`config.mk`:
```
export PLATFORM = sky130hd
export DESIGN_NAME = zbf_ctrl
export DESIGN_NICKNAME = d
export VERILOG_FILES = /design/src/hdl/zbf_pkg.sv /design/src/hdl/zbf_ctrl.sv
export SDC_FILE = /design/constraint.sdc
export NUM_CORES = 1
export LEC_CHECK = 0
export ABC_AREA = 1
export BUFFER_PORTS_ARGS = -buffer_cell sky130_fd_sc_hd__buf_2
export CORE_MARGIN = 4
export CORE_UTILIZATION = 40
export DETAILED_ROUTE_END_ITERATION = 7
export HOLD_SLACK_MARGIN = 0.05
export PLACE_DENSITY = 0.69
export SETUP_SLACK_MARGIN = 0.3
export SYNTH_ARGS = -nofsm -noshare
export SYNTH_HDL_FRONTEND = slang
export SYNTH_SLANG_ARGS = --single-unit
```
`constraint.sdc`:
```
create_clock -name clk -period 1.8 [get_ports clk]
set_clock_uncertainty 0.15 [all_clocks]
set_input_delay 0.54 -clock clk [delete_from_list [all_inputs] [get_ports clk]]
set_output_delay 0.54 -clock clk [all_outputs]
set_load 0.03 [all_outputs]
```
`src/hdl/zbf_pkg.sv`:
```
// Shared types and constants for the flat polygon fill block.
// Used by the controller, datapath, divider and top level; no dependencies.
package zbf_pkg;

  localparam int MAX_WIDTH    = 256;
  localparam int MAX_HEIGHT   = 256;
  localparam int MAX_VERTICES = 16;
  localparam int VIDX_W       = $clog2(MAX_VERTICES);
  localparam int CNT_W        = $clog2(MAX_VERTICES + 1);
  localparam int DS_AW        = $clog2(MAX_WIDTH * MAX_HEIGHT);
  localparam int DIV_W        = 33;

  localparam logic [31:0] DEPTH_MAX = 32'h7FFF_FFFF;
  localparam logic [23:0] X_ROUND   = 24'h00_8000;

  typedef enum logic [1:0] {
    FUNC_LOAD  = 2'd0,
    FUNC_TICK  = 2'd1,
    FUNC_CLEAR = 2'd2,
    FUNC_NONE  = 2'd3
  } func_t;

  typedef enum logic {
    REG_SCREEN_WIDTH  = 1'b0,
    REG_SCREEN_HEIGHT = 1'b1
  } reg_idx_t;

  typedef struct packed {
    logic [1:0]         func;
    logic [7:0]         vertex_x;
    logic [7:0]         vertex_y;
    logic signed [31:0] vertex_z;
    logic               vertex_last;
    logic [15:0]        fill_color;
  } in_t;

  typedef struct packed {
    logic        pixel_valid;
    logic [7:0]  pixel_x;
    logic [7:0]  pixel_y;
    logic [15:0] pixel_color;
    logic        done_res;
  } out_t;

  typedef enum logic [3:0] {
    S_IDLE, S_CLEAR, S_CL_INIT, S_E_RD, S_E_SET, S_E_DX, S_E_DZ, S_E_WALK,
    S_E_NEXT, S_CL_END, S_SK_RD, S_SK_CHK, S_SK_DIV, S_TK_RD, S_TK_CMP, S_OUT
  } state_t;

  typedef struct packed {
    logic vtx_wr;
    logic tk_idle;
    logic clr_start;
    logic clr_step;
    logic cl_init;
    logic e_set;
    logic e_kx;
    logic e_kz;
    logic e_walk;
    logic e_next;
    logic cl_end;
    logic sk_chk;
    logic sk_step;
    logic tk_rd;
    logic tk_cmp;
    logic out_load;
  } cmd_t;

  typedef struct packed {
    logic active;
    logic edge_flat;
    logic edge_last;
    logic walk_end;
    logic div_done;
    logic poly_flat;
    logic row_empty;
    logic seek_last;
    logic col_end;
    logic row_last;
    logic clr_end;
    logic out_free;
  } stat_t;

endpackage

```
`src/hdl/zbf_ctrl.sv`:
```
// Controller state machine: sequences load, edge setup, row seek, tick and clear.
// Depends on zbf_pkg; talks to zbf_datapath through cmd_t and stat_t.
module zbf_ctrl import zbf_pkg::*; (
  input  logic       clk,
  input  logic       rst,
  input  logic       in_valid,
  input  logic [1:0] func,
  input  logic       vertex_last,
  input  stat_t      stat,
  output logic       in_ready,
  output cmd_t       cmd
);

  state_t state, state_next;
  logic   sk_tick;
  logic   seek_done;

  // seek finishes when a row is found or the last row is empty
  assign seek_done = (state == S_SK_DIV && stat.div_done) ||
                     (state == S_SK_CHK && stat.row_empty && stat.seek_last);

  always_ff @(posedge clk) begin
    if (rst) begin
      state   <= S_IDLE;
      sk_tick <= 1'b0;
    end else begin
      state <= state_next;
      if (cmd.cl_end) sk_tick <= 1'b0;
      else if (cmd.tk_cmp) sk_tick <= 1'b1;
    end
  end

  always_comb begin
    state_next = state;
    unique case (state)
      S_IDLE: begin
        if (in_valid) begin
          unique case (func_t'(func))
            FUNC_LOAD:  if (vertex_last) state_next = S_CL_INIT;
            FUNC_TICK:  state_next = stat.active ? S_TK_RD : S_OUT;
            FUNC_CLEAR: state_next = S_CLEAR;
            FUNC_NONE:  state_next = S_IDLE;
          endcase
        end
      end
      S_CLEAR:   if (stat.clr_end) state_next = S_IDLE;
      S_CL_INIT: state_next = S_E_RD;
      S_E_RD:    state_next = S_E_SET;
      S_E_SET:   state_next = stat.edge_flat ? S_E_NEXT : S_E_DX;
      S_E_DX:    if (stat.div_done) state_next = S_E_DZ;
      S_E_DZ:    if (stat.div_done) state_next = S_E_WALK;
      S_E_WALK:  if (stat.walk_end) state_next = S_E_NEXT;
      S_E_NEXT:  state_next = stat.edge_last ? S_CL_END : S_E_RD;
      S_CL_END:  state_next = stat.poly_flat ? S_IDLE : S_SK_RD;
      S_SK_RD:   state_next = S_SK_CHK;
      S_SK_CHK: begin
        if (!stat.row_empty) state_next = S_SK_DIV;
        else if (!stat.seek_last) state_next = S_SK_RD;
      end
      S_SK_DIV:  ;
      S_TK_RD:   state_next = S_TK_CMP;
      S_TK_CMP: begin
        if (stat.col_end && !stat.row_last) state_next = S_SK_RD;
        else state_next = S_OUT;
      end
      S_OUT:     if (stat.out_free) state_next = S_IDLE;
      default:   state_next = S_IDLE;
    endcase
    if (seek_done) state_next = sk_tick ? S_OUT : S_IDLE;
  end

  always_comb begin
    cmd      = '0;
    in_ready = (state == S_IDLE);
    unique case (state)
      S_IDLE: begin
        if (in_valid) begin
          unique case (func_t'(func))
            FUNC_LOAD:  cmd.vtx_wr = 1'b1;
            FUNC_TICK:  cmd.tk_idle = !stat.active;
            FUNC_CLEAR: cmd.clr_start = 1'b1;
            FUNC_NONE:  ;
          endcase
        end
      end
      S_CLEAR:   cmd.clr_step = 1'b1;
      S_CL_INIT: cmd.cl_init = 1'b1;
      S_E_RD:    ;
      S_E_SET:   cmd.e_set = 1'b1;
      S_E_DX:    cmd.e_kx = stat.div_done;
      S_E_DZ:    cmd.e_kz = stat.div_done;
      S_E_WALK:  cmd.e_walk = 1'b1;
      S_E_NEXT:  cmd.e_next = !stat.edge_last;
      S_CL_END:  cmd.cl_end = 1'b1;
      S_SK_RD:   ;
      S_SK_CHK:  cmd.sk_chk = 1'b1;
      S_SK_DIV:  cmd.sk_step = stat.div_done;
      S_TK_RD:   cmd.tk_rd = 1'b1;
      S_TK_CMP:  cmd.tk_cmp = 1'b1;
      S_OUT:     cmd.out_load = stat.out_free;
      default:   ;
    endcase
  end

`ifndef NO_ASSERTIONS
  a_ready_idle_only: assert property (@(posedge clk) disable iff (rst)
    (in_valid && in_ready) |=> (state != S_TK_CMP))
    else $error("tick compare entered straight from accept");
  a_tick_flag: assert property (@(posedge clk) disable iff (rst)
    (state == S_TK_CMP) |=> sk_tick)
    else $error("seek after tick not flagged for delivery");
  a_out_after_tick: assert property (@(posedge clk) disable iff (rst)
    cmd.out_load |-> (sk_tick || $past(cmd.tk_idle) || $past(state == S_OUT)))
    else $error("result delivered without a tick");
`endif

endmodule
```
==> results of run 1 <==
==> worst min-delay path, delay by kind of cell (launching register included) <==
family | cells | cell delay [ns]
and+or+nand+nor | 1 | 0.14
DFF | 1 | 0.32
AOI/OAI and AO/OA | 1 | 0.11
==> cells in the final DEF, fill, tap and decap left out, drive strengths merged <==
| cell type | synthesis | final |
|---|---|---|
| clkinvlp | 0 | 2 |
| nand2 | 43 | 43 |
| nand3 | 12 | 12 |
| nand3b | 2 | 2 |
| ha | 5 | 5 |
| o21ai | 8 | 8 |
| dfxtp | 5 | 5 |
| nor3 | 5 | 5 |
| a211oi | 1 | 1 |
| buf | 0 | 66 |
| nor2 | 36 | 36 |
| inv | 36 | 34 |
| a21oi | 1 | 1 |
| clkbuf | 0 | 4 |
==> cell usage after synthesis (all sizes together) <==
cell type / number / area [um2]
nor2: 36 / 158
nand2: 43 / 194
nor3: 5 / 25.0
inv: 36 / 135
nand3: 12 / 65.1
dfxtp: 5 / 100
a211oi: 1 / 7.51
o21ai: 8 / 40.0
ha: 5 / 62.6
a21oi: 1 / 5.00
nand3b: 2 / 15.0
==> metrics by stage <==
step | util, % | TNS [ns]
after floorplan | - | 0
after global placement | 74.1 | -0.980
after detailed placement | 74.1 | -1.13
after CTS | 89.3 | -0.940
after global routing | 97.4 | -3.24
final | 97.4 | -2.50
==> metal layers <==
metal	routed length (um)	vias up
li1	-	602
met1	1630	652
met2	2480	163
met3	605	63
met4	522	0
met5	0	-
==> worst paths after layout <==
check / start / to / slack, ns / depth (start not counted)
min: sk_tick / sk_tick / 0.48 / 2
max: state[2] / cmd[8] / -0.19 / 5
min reg2reg: sk_tick / sk_tick / 0.48 / 2
max reg2reg: state[0] / state[3] / -0.16 / 12
==> logic make-up after synthesis <==
group                      Yosys count
and+or+nand+nor                     98
buffers and inverters               36
DFF                                  5
AOI/OAI and AO/OA                   10
adders and majority gates            5
==> power by group <==
group | switching (mW) | total, mW | internal, mW
clock | 0.0454 | 0.129 | 0.0838
combinational | 1.04 | 1.74 | 0.698
sequential | 0.111 | 0.271 | 0.160
==> area by class of cell <==
class	count	area, um2
Inverter	36	208
Timing Repair Buffer	66	556
Fill cell	26	47.5
Clock buffer	4	26.3
Tap cell	25	31.3
Multi-Input combinational cell	113	837
Sequential cell	5	115
==> what timing repair did <==
action	CTS	global route
resized for setup	47	21
pin swaps	15	10
gates cloned	0	0
setup buffers	14	10
endpoints found under the setup margin	21	21
==> registers in the layout, indices dropped and copies added, names as in the netlist <==
signal,cells
state,4
sk_tick,1
==> results.txt, run 1 <==
status - finished, violations left
failing checks - negative setup slack
Synth Area per Inst - 5.24 um2
Final nets - 248
# IOs - 35
design area - 1770 um2
antenna violations before repair - 0
CP arrival - 1.30 ns
CP Cell Sequence - inv_2 -> nor2_4 -> nand2_2 -> nor2_4 -> buf_6
gr usage total - 22.3%
Worst Path Required - 1.11 ns
Post-DP Area - 1350 um2
Post-DP HPWL - 2.05 mm
TritonCTS Buffers - 3
most used cell, CP - nor2_4
worst hold slack - 0.485 ns
I/O Buffers - 34
Post-Syn Area - 807 um2
Netlist cell types - 18
Max stage delay on crit path - 0.42 ns
HP Class - reg -> reg
# diodes - 0
Max rail drop VDD - 1.23 mV
period utilisation layout - 111%
mux contribution to synthesized area - 0%
Synth Net Count - 177
Iteration-0 DRC Markers - 102
Root Buffer - clkbuf_4
Tmin final - 1.99 ns
Crit Path Class - reg -> out
Critical path buffers and inverters - 2
height of the die - 52.9 um
crit end category - output pin
Residual DRC - 0
Startpoint Class - flip-flop
Final Max Tran Viols - 0
Compound-Gate Fraction of Synth Area - 6.51%
Pwr Total - 2.14 mW
Chip Width - 52.9 um
layout cells sized above 1 - 64.3%
Reg clk slew, reported paths - 0.05 ns
CTS tree - yes
pin count of the biggest net entering global routing - 7
CTS Hold Bufs - 0
full die area - 2800 um2
CP delay by family, top - simple AND/OR/NAND/NOR gates
Synth Area in Simple Gates - 56.6%
routing usage on met2 - 43.4%
PD cells - 1210 nW/um2
core area - 1820 um2
leak pwr - 0.960 nW
register area share after synthesis - 12.4%
post-DR wirelength/cell - 21.0 um
Area Overhead vs Synth - 120%
Final Hold Viols - 0
remaining global-route overflow - 0
Mapped Cells - 154
FMAX - 501 MHz
RSZ-0062 raised after global routing - yes
Synthesis Warnings - 0
adder-cell area share of the yosys netlist - 7.75%
largest family of logic cells by synthesized area - simple AND/OR/NAND/NOR gates
final WL - 5.24 mm
gpl congestion - 0.891
routed vias - 1,480
Worst Slack Setup Final - -0.194 ns
Sink Count - 5
# H-tree levels - 1
met1 Use GR - 25.3%
crit-path max FO - 6
Slew @ Worst Pin - 0.306 ns
maxcap violations - 0
worst skew pair latency - 0.24 ns
busiest grt layer - met2
DRT Pass-1 Iters - 4
vias in the first global route - 1,131
xor/xnor share of the synthesized area - 0%
# rows - 15
clk buf depth - 2
slowest CP cell - dfxtp_4
Starting Density - 44.3%
post-route antenna net violation count - 0
first-pass GRT wire length - 4.73 mm
Post-Layout Cell Count - 249
slew margin rel. - 79.4%
vias per cell - 5.94
DP Worst Slack - -0.197 ns
met3 Resource Use GR - 0.563%
#FFs+latches synth - 5
final setup violation count - 20
Post-Place Cells - 221
Power figures use the tool's default switching activity.
==> run 2, diff against run 1 <==
--- a/config.mk
+++ b/config.mk
@@ -5,7 +5,6 @@
 export SDC_FILE = /design/constraint.sdc
 export NUM_CORES = 1
 export LEC_CHECK = 0
-export ABC_AREA = 1
 export BUFFER_PORTS_ARGS = -buffer_cell sky130_fd_sc_hd__buf_2
 export CORE_MARGIN = 4
 export CORE_UTILIZATION = 40
==> run 2 against run 1 <==
Compared with the run above: area after synthesis is 0.31% higher; utilization is 12 points lower; clock-buffer cell count unchanged; synthesized cell count down 19%; final area decreased by 6.6%; the run still ends with negative setup slack left; largest power group unchanged; power increased by 1.0%; sequential power is 21% lower; sequential share of layout area up 0.15 points; combinational power increased by 5%; hold slack got worse by 0.11 ns; clock power is essentially flat.
==> results.txt, run 2 <==
CP Cell Sequence - buf_6 -> buf_6 -> mux2i_1 -> a211o_1 -> a222oi_1 -> buf_4 -> and3_1 -> o21ai_1
Chip Width - 53.0 um (+0.13%)
post-DR wirelength/cell - 17.0 um (-19%)
most used cell, CP - buf_6
min-delay src - rst
Util after Layout - 85.3% (-12 points)
Synthesis Warnings - 0 (unchanged)
HP Class - in -> reg
Pwr Total - 2.16 mW (+1.0%)
core area - 1940 um2 (+6.7%)
crit path from - state[1]
Post-Syn Area - 810 um2 (+0.31%)
I/O Buffers - 34 (unchanged)
#FFs+latches synth - 5 (unchanged)
RSZ-0062 raised after global routing - yes
remaining global-route overflow - 0 (unchanged)
final setup violation count - 21 (+5.0%)
Final Hold Viols - 0 (unchanged)
Iteration-0 DRC Markers - 49 (-52%)
Post-synth EDFFs - 0 (unchanged)
full die area - 2810 um2 (+0.26%)
clk buf depth - 2 (unchanged)
PD cells - 1310 nW/um2 (+8.1%)
slowest CP cell - a222oi_1
Post-DP HPWL - 2.31 mm (+12%)
gpl congestion - 0.981 (+10%)
DRT Pass-1 Iters - 5 (+1)
Worst Slack Setup Final - -0.285 ns (-0.0905 ns)
height of the die - 53.0 um (+0.13%)
Sink Count - 5 (unchanged)
Max rail drop VDD - 0.832 mV (-33%)
Worst Path Required - 1.78 ns (+0.67 ns)
post-route antenna net violation count - 0 (unchanged)
Synth Flop Type - dfxtp_1
Slew @ Worst Pin - 0.387 ns (+0.0815 ns)
Final Max Tran Viols - 0 (unchanged)
CTS Hold Bufs - 0 (unchanged)
Startpoint Class - flip-flop
Tmin final - 2.08 ns (+0.0905 ns)
Crit Path Class - reg -> reg
Starting Density - 41.7% (-2.6 points)
crit-path max FO - 7 (+1)
Max stage delay on crit path - 0.36 ns (-0.06 ns)
vias per cell - 5.75 (-3.2%)
Synth Area per Inst - 6.48 um2 (+24%)
# IOs - 35 (unchanged)
Critical path buffers and inverters - 3 (+1)
Synth area leaders - dfxtp_1 (12%), nor2_1 (8.3%), ha_1 (7.7%)
synth cell count leaders - nor2_1 (18), nand2_1 (13), nand2b_1 (7), nor3_1 (7)
reg2reg start - state[1]
Final nets - 216 (-13%)
period utilisation layout - 116% (+5.0 points)
final WL - 3.73 mm (-29%)
FMAX - 480 MHz (-4.3%)
slew margin rel. - 74.2% (-5.2 points)
Mapped Cells - 125 (-19%)
maxcap violations - 0 (unchanged)
# H-tree levels - 1 (unchanged)
Netlist cell types - 38 (+20)
CP arrival - 2.06 ns (+0.76 ns)
Reg clk slew, reported paths - 0.05 ns (about the same)
top-area cell type share of the netlist area - 12.4% (-3.4 points)
TritonCTS Buffers - 3 (unchanged)
leak pwr - 0.724 nW (-25%)
layout cells sized above 1 - 60.4% (-3.9 points)
Residual DRC - 0 (unchanged)
# rows - 16 (+1)
antenna violations before repair - 0 (unchanged)
top flop regs - state x4, sk_tick x1
most frequent cells in the layout - buf_4 (30), buf_6 (26), buf_2 (17)
Area Overhead vs Synth - 105%
CTS tree - yes
worst skew pair latency - 0.24 ns (about the same)
failing checks - negative setup slack
crit end category - flip-flop
commonest non-fill, non-tap cell in the layout - buf_4
status - finished, violations left
vias in the first global route - 1,209 (+6.9%)
most instantiated library cell after synthesis - nor2_1
CP delay by family, top - compound AO/OA/AOI/OAI gates
Biggest register - state
max FFs per register - 4 (unchanged)
Synth Net Count - 148 (-16%)
asr flop ratio synth - 0% (unchanged)
routed vias - 1,260 (-15%)
DP Worst Slack - -0.249 ns (-0.0522 ns)
Synth area leader - dfxtp_1
first-pass GRT wire length - 5.80 mm (+23%)
# diodes - 0 (unchanged)
Root Buffer - clkbuf_4
register area share after synthesis - 12.4% (-0.038 points)
pin count of the biggest net entering global routing - 17 (+10)
gr usage total - 28.3% (+6.0 points)
-- run 2: cell count changes in the layout (fill, tap and decap cells not counted), moves of 6 or more --
cell | previous run | this run
inv_1 | 15 | 1
nor2_1 | 21 | 8
nand2_1 | 22 | 10
nand2_2 | 12 | 1
nand2_4 | 9 | 2
inv_4 | 6 | 0
nand3_1 | 9 | 3
-- run 2: layer usage --
| metal | wire length [um] | share of wire [%] | up-vias | track usage (%) |
|---|---|---|---|---|
| li1 | - | - | 585 | - |
| met1 | 1410 | 38 | 575 | 33.1 |
| met2 | 1830 | 49 | 82 | 47.9 |
| met3 | 325 | 8.7 | 18 | 6.48 |
| met4 | 159 | 4.3 | 0 | 13.6 |
| met5 | 0 | 0 | - | 0 |
-- run 2: cells by family (layout without fill, tap and decap cells) --
family,after synthesis,count (layout),share of synthesized area (%)
and+or+nand+nor,66,66,42.7
AOI/OAI and AO/OA,29,29,25.2
buffers and inverters,17,84,8.65
adders and majority gates,5,5,7.73
DFF,5,5,12.4
xor gates and xnor gates,2,2,2.16
muxes,1,1,1.24
-- run 2: worst reg2reg max path, delay by kind of cell, from the launching register on --
family / cells / cell delay, ns
buffers and inverters: 3 / 0.48
and+or+nand+nor: 1 / 0.19
DFF: 1 / 0.33
muxes: 1 / 0.12
AOI/OAI and AO/OA: 3 / 0.69
-- run 2: final timing paths --
kind	endpoint	depth (start not counted)	slack, ns
max	state[2]	8	-0.28
min	state[0]	2	0.38
max reg2reg	state[2]	8	-0.28
min reg2reg	state[2]	2	0.39
-- run 2: cell type report --
cell class,instances,area (um2)
Sequential cell,5,110
Clock buffer,4,26.3
Timing Repair Buffer,74,623
Tap cell,27,33.8
Inverter,6,22.5
Fill cell,124,285
Multi-Input combinational cell,103,841
-- run 2: timing repair --
item	CTS	global route
gates cloned	0	0
endpoints found under the setup margin	21	21
resized for setup	62	2
setup buffers	10	0
pin swaps	12	2
-- run 2: where the power goes --
group	total, mW	switching [mW]	internal, mW
clock	0.132	0.0483	0.0839
combinational	1.82	0.954	0.865
sequential	0.213	0.0538	0.159
-- run 2: per-stage QoR --
step	instance area, um2	std cells	hold WS, ns	setup TNS [ns]
global placement	1340	205	0.363	-1.78
CTS	1650	219	0.362	-3.04
finish	1660	219	0.377	-3.81
global route	1660	219	0.389	-4.50
floorplan	1040	125	0.329	-2.71
detailed placement	1340	205	0.366	-2.08
